<file path="src/rtl/jpv_pkg.sv">
`timescale 1ns / 1ps
// ----------------------------------------------------------------------------
// jpv_pkg
// Shared types, codes and arithmetic helpers of the jump peak/valley detector.
// ----------------------------------------------------------------------------
package jpv_pkg;

  localparam logic [1:0] PH_IDLE = 2'd0;
  localparam logic [1:0] PH_RISE = 2'd1;
  localparam logic [1:0] PH_FALL = 2'd2;

  localparam logic [2:0] REG_THR_FACTOR = 3'd0;
  localparam logic [2:0] REG_MIN_INTERVAL = 3'd1;
  localparam logic [2:0] REG_BASE_WINDOW = 3'd2;
  localparam logic [2:0] REG_WINDOW_STEP = 3'd3;
  localparam logic [2:0] REG_TOLERANCE = 3'd4;
  localparam logic [2:0] REG_MAX_PHASE = 3'd5;

  localparam logic [14:0] LEVEL_INIT = 15'd1638;
  localparam logic [15:0] LEVEL_MIN = 16'd614;
  localparam logic [15:0] LEVEL_MAX = 16'd16384;
  localparam logic signed [15:0] START_LEVEL = 16'sd614;
  localparam logic [2:0] CAL_TARGET = 3'd5;

  typedef struct packed {
    logic signed [15:0] filt;
    logic [1:0]         phase;
    logic signed [15:0] peak;
    logic signed [15:0] valley;
    logic [31:0]        rise_ms;
    logic [31:0]        fall_ms;
    logic [31:0]        last_ms;
    logic [31:0]        count;
  } chan_t;

  typedef struct packed {
    logic [15:0] min_interval;
    logic [7:0]  tolerance;
    logic [15:0] max_phase;
    logic        calibrated;
  } eval_cfg_t;

  typedef struct packed {
    chan_t       st;
    logic        jumped;
    logic [14:0] avg;
  } eval_res_t;

  function automatic logic signed [15:0] fast_filter(input logic signed [15:0] x,
                                                     input logic signed [15:0] f);
    logic signed [29:0] v;
    v = 30'sd1638 * 30'(x) + 30'sd2458 * 30'(f) + 30'sd2048;
    return v[27:12];
  endfunction

endpackage

</file>
<file path="src/rtl/jpv_ram.sv">
`timescale 1ns / 1ps
// ----------------------------------------------------------------------------
// jpv_ram
// Generic single-port synchronous RAM with a registered read.
// ----------------------------------------------------------------------------
module jpv_ram #(
  parameter int WIDTH = 8,
  parameter int DEPTH = 4,
  parameter int AW = (DEPTH > 1) ? $clog2(DEPTH) : 1
) (
  input  logic             clk_i,
  input  logic             we_i,
  input  logic             re_i,
  input  logic [AW-1:0]    addr_i,
  input  logic [WIDTH-1:0] wdata_i,
  output logic [WIDTH-1:0] rdata_o
);

  logic [WIDTH-1:0] mem_q [DEPTH];
  logic [WIDTH-1:0] rdata_q;

  always_ff @(posedge clk_i) begin
    if (we_i) begin
      mem_q[addr_i] <= wdata_i;
    end
    if (re_i) begin
      rdata_q <= mem_q[addr_i];
    end
  end

  assign rdata_o = rdata_q;

endmodule

</file>
<file path="src/rtl/jpv_eval.sv">
`timescale 1ns / 1ps
// ----------------------------------------------------------------------------
// jpv_eval
// Next-state logic of one detector channel: phase machine, peak and valley
// tracking, window checks, threshold test and running average update.
// ----------------------------------------------------------------------------
module jpv_eval
  import jpv_pkg::*;
(
  input  chan_t              st_i,
  input  logic signed [15:0] fv_i,
  input  logic [31:0]        now_i,
  input  logic [15:0]        win_i,
  input  logic [30:0]        prod_i,
  input  logic [42:0]        thr_i,
  input  logic [14:0]        avg_i,
  input  eval_cfg_t          cfg_i,
  output eval_res_t          res_o
);

  logic [16:0]        lo;
  logic [16:0]        hi;
  logic [31:0]        rise_dur;
  logic [31:0]        fall_dur;
  logic signed [15:0] pk;
  logic signed [15:0] vl;
  logic signed [29:0] lhs;
  logic signed [29:0] rhs;
  logic               drop;
  logic               rise_in;
  logic               fall_in;
  logic signed [16:0] d;
  logic [16:0]        diff;
  logic               over;
  logic [27:0]        sum;
  logic [15:0]        a;
  logic [15:0]        a_cl;

  always_comb begin
    lo = (win_i > 16'(cfg_i.tolerance)) ? 17'(win_i - 16'(cfg_i.tolerance)) : 17'd0;
    hi = 17'(win_i) + 17'(cfg_i.tolerance);
    rise_dur = now_i - st_i.rise_ms;
    fall_dur = now_i - st_i.fall_ms;
    rise_in = (rise_dur >= 32'(lo)) && (rise_dur <= 32'(hi));
    fall_in = (fall_dur >= 32'(lo)) && (fall_dur <= 32'(hi));
    pk = (fv_i > st_i.peak) ? fv_i : st_i.peak;
    vl = (fv_i < st_i.valley) ? fv_i : st_i.valley;
    lhs = {{2{fv_i[15]}}, fv_i, 12'b0};
    rhs = 30'(pk) * 30'sd3482;
    drop = lhs < rhs;
    d = 17'(st_i.peak) - 17'(vl);
    diff = d[16] ? 17'(-d) : 17'(d);
    if (cfg_i.calibrated) begin
      over = {2'b0, diff, 12'b0} > prod_i;
    end else begin
      over = {3'b0, diff, 24'b0} > {1'b0, thr_i};
    end
    sum = 28'd3768 * 28'(avg_i) + 28'd328 * 28'(diff) + 28'd2048;
    a = sum[27:12];
    a_cl = (a < LEVEL_MIN) ? LEVEL_MIN : ((a > LEVEL_MAX) ? LEVEL_MAX : a);

    res_o.st = st_i;
    res_o.st.filt = fv_i;
    res_o.jumped = 1'b0;
    res_o.avg = avg_i;
    unique case (st_i.phase)
      PH_RISE: begin
        res_o.st.peak = pk;
        if (drop) begin
          if (rise_in) begin
            res_o.st.phase = PH_FALL;
            res_o.st.fall_ms = now_i;
            res_o.st.valley = fv_i;
          end else begin
            res_o.st.phase = PH_IDLE;
          end
        end else if (rise_dur > 32'(cfg_i.max_phase)) begin
          res_o.st.phase = PH_IDLE;
        end
      end
      PH_FALL: begin
        res_o.st.valley = vl;
        if (fall_in) begin
          if (over && ((now_i - st_i.last_ms) > 32'(cfg_i.min_interval))) begin
            res_o.st.count = st_i.count + 32'd1;
            res_o.st.last_ms = now_i;
            res_o.avg = a_cl[14:0];
            res_o.jumped = 1'b1;
          end
          res_o.st.phase = PH_IDLE;
        end else if (fall_dur > 32'(cfg_i.max_phase)) begin
          res_o.st.phase = PH_IDLE;
        end
      end
      default: begin
        res_o.st.phase = PH_IDLE;
        if (fv_i > st_i.filt && fv_i > START_LEVEL) begin
          res_o.st.phase = PH_RISE;
          res_o.st.rise_ms = now_i;
          res_o.st.peak = fv_i;
        end
      end
    endcase
  end

endmodule

</file>
<file path="src/rtl/jump_peak_valley_detector.sv">
`timescale 1ns / 1ps
// ----------------------------------------------------------------------------
// jump_peak_valley_detector
// Multi-window jump counter on vertical acceleration with per-channel state
// held in a synchronous RAM and a shared adaptive jump threshold.
// ----------------------------------------------------------------------------
//  Channel  Signals                                     Handshake
//  input    mode_i, sample_i, time_ms_i                 in_valid_i / in_ready_o
//  result   jump_flags_o, reference_count_o,            out_valid_o / out_ready_i
//           calibrated_o, avg_jump_level_o
//  config   cfg_idx_i, cfg_wdata_i                      cfg_we_i, no wait
//
// For each channel a sample passes through a RAM read, a filter step and an
// evaluate and write-back step. Reset marks every RAM entry as cleared.
// A new item is taken once the previous result has moved to the output
// register; a stalled output holds the block in its final cycle.
module jump_peak_valley_detector
  import jpv_pkg::*;
#(
  parameter int CHANNELS = 4
) (
  input  logic               clk_i,
  input  logic               rst_ni,
  input  logic               in_valid_i,
  output logic               in_ready_o,
  input  logic               mode_i,
  input  logic signed [15:0] sample_i,
  input  logic [31:0]        time_ms_i,
  output logic               out_valid_o,
  input  logic               out_ready_i,
  output logic [3:0]         jump_flags_o,
  output logic [31:0]        reference_count_o,
  output logic               calibrated_o,
  output logic [14:0]        avg_jump_level_o,
  input  logic               cfg_we_i,
  input  logic [2:0]         cfg_idx_i,
  input  logic [15:0]        cfg_wdata_i
);

  localparam int CH_W = (CHANNELS > 1) ? $clog2(CHANNELS) : 1;
  localparam int SW = $bits(chan_t);

  localparam logic [2:0] ST_IDLE = 3'd0;
  localparam logic [2:0] ST_RD = 3'd1;
  localparam logic [2:0] ST_FILT = 3'd2;
  localparam logic [2:0] ST_EVAL = 3'd3;
  localparam logic [2:0] ST_DONE = 3'd4;

  logic [2:0]         state_q, state_d;
  logic [CH_W-1:0]    ch_q, ch_d;
  logic [CHANNELS-1:0] vld_q, vld_d;
  logic [15:0]        thr_factor_q, min_int_q, max_phase_q;
  logic [11:0]        base_win_q;
  logic [7:0]         win_step_q, tol_q;
  logic [14:0]        avg_q, avg_d;
  logic [2:0]         cal_cnt_q, cal_cnt_d;
  logic               cal_q, cal_d;
  logic [31:0]        ref_q, ref_d;
  logic [3:0]         flags_q, flags_d;
  logic signed [15:0] sample_q;
  logic [31:0]        time_q;
  logic signed [15:0] fv_q;
  logic [30:0]        prod_q;
  logic [42:0]        thr_q;
  logic               out_valid_q;
  logic [3:0]         out_flags_q;
  logic [31:0]        out_ref_q;
  logic               out_cal_q;
  logic [14:0]        out_avg_q;

  logic               in_fire;
  logic               ram_we;
  logic               ram_re;
  logic [SW-1:0]      ram_rdata;
  chan_t              st;
  logic [15:0]        win;
  eval_cfg_t          ecfg;
  eval_res_t          ev;
  logic               out_load;

  assign in_ready_o = (state_q == ST_IDLE);
  assign in_fire = in_valid_i && in_ready_o;
  assign ram_re = (state_q == ST_RD);
  assign ram_we = (state_q == ST_EVAL);
  assign out_load = (state_q == ST_DONE) && (!out_valid_q || out_ready_i);

  jpv_ram #(
    .WIDTH(SW),
    .DEPTH(CHANNELS),
    .AW   (CH_W)
  ) u_ram (
    .clk_i  (clk_i),
    .we_i   (ram_we),
    .re_i   (ram_re),
    .addr_i (ch_q),
    .wdata_i(ev.st),
    .rdata_o(ram_rdata)
  );

  assign st = vld_q[ch_q] ? chan_t'(ram_rdata) : chan_t'('0);
  assign win = 16'(base_win_q) + 16'(ch_q) * 16'(win_step_q);
  assign ecfg = '{min_interval: min_int_q, tolerance: tol_q, max_phase: max_phase_q,
                  calibrated: cal_q};

  jpv_eval u_eval (
    .st_i (st),
    .fv_i (fv_q),
    .now_i(time_q),
    .win_i(win),
    .prod_i(prod_q),
    .thr_i(thr_q),
    .avg_i(avg_q),
    .cfg_i(ecfg),
    .res_o(ev)
  );

  always_comb begin
    state_d = state_q;
    ch_d = ch_q;
    vld_d = vld_q;
    avg_d = avg_q;
    cal_cnt_d = cal_cnt_q;
    cal_d = cal_q;
    ref_d = ref_q;
    flags_d = flags_q;
    unique case (state_q)
      ST_IDLE: begin
        if (in_fire) begin
          flags_d = '0;
          ch_d = '0;
          if (mode_i) begin
            vld_d = '0;
            avg_d = LEVEL_INIT;
            cal_cnt_d = '0;
            cal_d = 1'b0;
            ref_d = '0;
            state_d = ST_DONE;
          end else begin
            state_d = ST_RD;
          end
        end
      end
      ST_RD: state_d = ST_FILT;
      ST_FILT: state_d = ST_EVAL;
      ST_EVAL: begin
        vld_d[ch_q] = 1'b1;
        avg_d = ev.avg;
        flags_d = flags_q | (4'(ev.jumped) << ch_q);
        if (ev.jumped && !cal_q) begin
          cal_cnt_d = cal_cnt_q + 3'd1;
          cal_d = (cal_cnt_q + 3'd1) >= CAL_TARGET;
        end
        if (32'(ch_q) == 32'd2) begin
          ref_d = ev.st.count;
        end
        if (32'(ch_q) == CHANNELS - 1) begin
          state_d = ST_DONE;
        end else begin
          ch_d = ch_q + CH_W'(1);
          state_d = ST_RD;
        end
      end
      ST_DONE: begin
        if (out_load) begin
          state_d = ST_IDLE;
        end
      end
      default: state_d = ST_IDLE;
    endcase
  end

  always_ff @(posedge clk_i or negedge rst_ni) begin
    if (!rst_ni) begin
      state_q <= ST_IDLE;
      ch_q <= '0;
      vld_q <= '0;
      avg_q <= LEVEL_INIT;
      cal_cnt_q <= '0;
      cal_q <= 1'b0;
      ref_q <= '0;
      flags_q <= '0;
      out_valid_q <= 1'b0;
      thr_factor_q <= 16'd5325;
      min_int_q <= 16'd300;
      base_win_q <= 12'd180;
      win_step_q <= 8'd10;
      tol_q <= 8'd40;
      max_phase_q <= 16'd800;
    end else begin
      state_q <= state_d;
      ch_q <= ch_d;
      vld_q <= vld_d;
      avg_q <= avg_d;
      cal_cnt_q <= cal_cnt_d;
      cal_q <= cal_d;
      ref_q <= ref_d;
      flags_q <= flags_d;
      if (out_load) begin
        out_valid_q <= 1'b1;
      end else if (out_ready_i) begin
        out_valid_q <= 1'b0;
      end
      if (cfg_we_i) begin
        unique case (cfg_idx_i)
          REG_THR_FACTOR:   thr_factor_q <= cfg_wdata_i;
          REG_MIN_INTERVAL: min_int_q <= cfg_wdata_i;
          REG_BASE_WINDOW:  base_win_q <= cfg_wdata_i[11:0];
          REG_WINDOW_STEP:  win_step_q <= cfg_wdata_i[7:0];
          REG_TOLERANCE:    tol_q <= cfg_wdata_i[7:0];
          REG_MAX_PHASE:    max_phase_q <= cfg_wdata_i;
          default: ;
        endcase
      end
    end
  end

  always_ff @(posedge clk_i) begin
    if (in_fire) begin
      sample_q <= sample_i;
      time_q <= time_ms_i;
    end
    if (state_q == ST_RD) begin
      prod_q <= 31'(avg_q) * 31'(thr_factor_q);
    end
    if (state_q == ST_FILT) begin
      fv_q <= fast_filter(sample_q, st.filt);
      thr_q <= 43'(prod_q) * 43'd2867;
    end
    if (out_load) begin
      out_flags_q <= flags_q;
      out_ref_q <= ref_q;
      out_cal_q <= cal_q;
      out_avg_q <= avg_q;
    end
  end

  assign out_valid_o = out_valid_q;
  assign jump_flags_o = out_flags_q;
  assign reference_count_o = out_ref_q;
  assign calibrated_o = out_cal_q;
  assign avg_jump_level_o = out_avg_q;

  a_avg_range: assert property (@(posedge clk_i) disable iff (!rst_ni)
    (avg_q >= 15'(LEVEL_MIN)) && (avg_q <= 15'(LEVEL_MAX)))
    else $error("average level left its clamp range");

  a_cal_count: assert property (@(posedge clk_i) disable iff (!rst_ni)
    cal_q == (cal_cnt_q >= CAL_TARGET))
    else $error("calibration flag disagrees with jump count");

  a_accept_busy: assert property (@(posedge clk_i) disable iff (!rst_ni)
    in_fire |=> !in_ready_o)
    else $error("block ready right after a transfer");

  a_result_after_done: assert property (@(posedge clk_i) disable iff (!rst_ni)
    out_load |=> (out_valid_o && state_q == ST_IDLE))
    else $error("result not presented after completion");

endmodule

</file>
<file path="config.mk">
export PLATFORM = sky130hd
export DESIGN_NAME = jump_peak_valley_detector
export DESIGN_NICKNAME = d
export VERILOG_FILES = /design/src/rtl/jpv_pkg.sv /design/src/rtl/jpv_ram.sv /design/src/rtl/jpv_eval.sv /design/src/rtl/jump_peak_valley_detector.sv
export SDC_FILE = /design/constraint.sdc
export NUM_CORES = 2
export LEC_CHECK = 0
export BUFFER_PORTS_ARGS = -buffer_cell sky130_fd_sc_hd__clkbuf_2
export CAP_MARGIN = 20
export CORE_ASPECT_RATIO = 0.6
export CORE_MARGIN = 1.5
export CORE_UTILIZATION = 60
export DETAILED_ROUTE_END_ITERATION = 6
export PLACE_DENSITY = 0.77
export SYNTH_ARGS = -nofsm -noshare
export SYNTH_HDL_FRONTEND = slang
export SYNTH_SLANG_ARGS = --single-unit
</file>
<file path="constraint.sdc">
create_clock -name clk_i -period 34.9 [get_ports clk_i]
set_input_delay 1.745 -clock clk_i [delete_from_list [all_inputs] [get_ports clk_i]]
set_output_delay 1.745 -clock clk_i [all_outputs]
set_load 0.01 [all_outputs]
</file>
==> results.txt <==
status -> finished clean
commonest non-fill, non-tap cells in the layout -> 1,102 x inv_1, 1,080 x edfxtp_1, 1,074 x ha_1
gr ovfl total -> 0
Startpoint Class -> register
DR pass1 iterations -> 6
worst-case clock buffer depth -> 3
synthesized cell area -> 89,720 um^2
routed vias/inst -> 6.092
Die W -> 502.2 um
largest net degree at the start of global routing -> 154
Starting Density -> 0.6069
# DRC -> 0
max cap viols -> 0
1st-iter DRT viols -> 6,265
CP max FO -> 153
Avg Synthesized Cell Area -> 11.74 um^2
H-tree Lvls -> 3
Yosys warning total -> 0
Mapped Cells -> 7,640
Highest Clock Rate -> 69.47 MHz
crit-path max cell delay -> 0.89 ns
first-pass GRT wire length -> 343.5 mm
vias in the first global route -> 60,060
Critical R2R Launch -> ch_q[1]
Final nets -> 9,483
number of core rows -> 109
relative slew slack -> 0.1463
Final period util -> 0.4124
share of cells above drive strength 1 -> 0.09216
type of the worst setup path -> register to register
Port Buffer Count -> 126
non-filler cells, final -> 9,858
clock slew at reported path FFs -> 0.07 ns
hold_sp -> ref_q[21]
Critical Path End Type -> register
Crit path required time -> 35.55 ns
gr usage total -> 0.2916
commonest non-fill, non-tap cell in the layout -> inv_1
r2r endpoint -> avg_q[10]
hpwl dp -> 161.7 mm
DR vias -> 60,050
ranking of synthesized cells by area -> edfxtp_1 36%, ha_1 15%, fa_1 13%
class of the worst hold path -> register to register
clock sink total -> 1,221
Clk Latency, worst-skew pair -> 0.77 ns
post-synth top area cell -> edfxtp_1
Die H -> 302.5 um
worst setup margin -> 20.51 ns
WL final -> 218.5 mm
CP max stage cell -> dfrtp_4
minimum clock period -> 14.39 ns
pre-CTS setup slack -> 20.60 ns
worst-margin pin slew -> 1.281 ns
top-area cell type share of the netlist area -> 0.3615
post-route cell area -> 96,630 um^2
die area -> 151,900 um^2
Synth Register Bits -> 1,221
wire per inst -> 22.17 um
Slew Limit Fails -> 0
GP Congestion -> 0.9314
CTS tree -> yes
Post-synth EDFFs -> 1,080
Netlist cell types -> 99
final hold vios -> 0
FF-to-FF setup slack -> 20.51 ns
skew final -> 0.08199 ns
core footprint -> 147,800 um^2
initial antenna violation count -> 9
CTS buffer count -> 110
unrepaired setup endpoints after global routing -> no
R2R cell count -> 54
Post-Place Cells -> 9,643
Post-synth ARST share -> 0.1155
endpoints failing setup -> 0
Post-CTS Setup Repair Bufs -> 0
# IOs -> 127
final setup TNS -> 0 ns
CTS root buf -> clkbuf_16
Worst Hold Endpoint -> reference_count_o[21]
Final ANT Viol Nets -> 0
post-synthesis sequential area ratio -> 0.4012
Post-synth top flop -> edfxtp_1
critical path data arrival time -> 15.05 ns
CTS Hold Bufs -> 0
placed inst area -> 92,750 um^2
worst hold stages -> 0
post_cts resized -> 0
area grow syn2layout -> 7.701%
metrics by stage:
stage,util,hold slack (ns)
floorplan,-,0.4248
global placement,0.6274,0.4332
detailed placement,0.6274,0.4296
CTS,0.6531,0.4472
global route,0.6536,0.4534
finish,0.6536,0.4456
synth_stat cells, types with 92 or more instances:
library cell  instances
clkbuf_1            136
and2_1              128
inv_1              1103
a21o_1              111
edfxtp_1           1080
ha_1               1074
xnor2_1             240
nand2_1             605
nor2b_1              92
fa_1                576
o21ai_0             304
xor2_1               94
nand3_1             148
a21oi_1             277
nor3_1              122
dfrtp_1             113
nor2_1              286
mux4_2              179
metal layers:
layer / global-route usage / share of wire / vias to the layer above
met5: 0 / 0.000059 / -
met4: 0.05807 / 0.017 / 2
met3: 0.05566 / 0.097 / 255
met2: 0.4266 / 0.43 / 2571
met1: 0.4546 / 0.46 / 30000
li1: - / - / 27220
worst max-delay path: cells and delay by family (launching register included):
family | cells | cell delay, ns
AO/OA/AOI/OAI | 26 | 5.53
adder cells (fa/ha/maj) | 9 | 2.95
AND/OR/NAND/NOR | 10 | 2.10
buffers and inverters | 5 | 1.10
flip-flops | 1 | 0.89
multiplexers | 1 | 0.83
XOR/XNOR | 3 | 0.80
cell families after synthesis:
group	synth area share
xor+xnor	0.03279
flops	0.4012
mux	0.05659
fa+ha+maj	0.2783
other cells	0.00004180
compound gates	0.08429
simple gates	0.09250
buf+inv	0.05430
flip-flops by register name, summed over array words and instances (netlist names), 4 cells and up:
register	cells
avg_jump_level_o	15
vld_q	4
fv_q	16
prod_q	31
time_q	32
win_step_q	8
avg_q	15
ref_q	32
reference_count_o	32
max_phase_q	16
thr_factor_q	16
jump_flags_o	4
u_ram.mem_q	712
u_ram.rdata_o	178
sample_q	16
flags_q	4
min_int_q	16
base_win_q	12
thr_q	43
tol_q	8
final cells by class:
type                    count  area, um^2
flip-flops and latches   1221       36000
clock inverters            80       964.7
well taps                1998        2500
clock buffers             128        2841
multi-input cells        5128       48960
diodes                      4       10.01
fillers                 10930       51210
inverters                1103        4140
repair buffers            196        1215
worst max path at each step:
stage                from         end  slack (ns)
6_report          ch_q[1]   avg_q[10]       20.51
5_1_grt           ch_q[0]   avg_q[10]       19.26
4_1_cts           ch_q[0]   avg_q[10]       20.47
3_5_place_dp      ch_q[0]   avg_q[10]       20.60
3_3_place_gp      ch_q[0]   avg_q[10]       20.99
2_1_floorplan  state_q[0]  state_q[1]       17.85
Power is not shown: default switching activity piles up to over one toggle a cycle in this logic, so the estimate is an artifact.
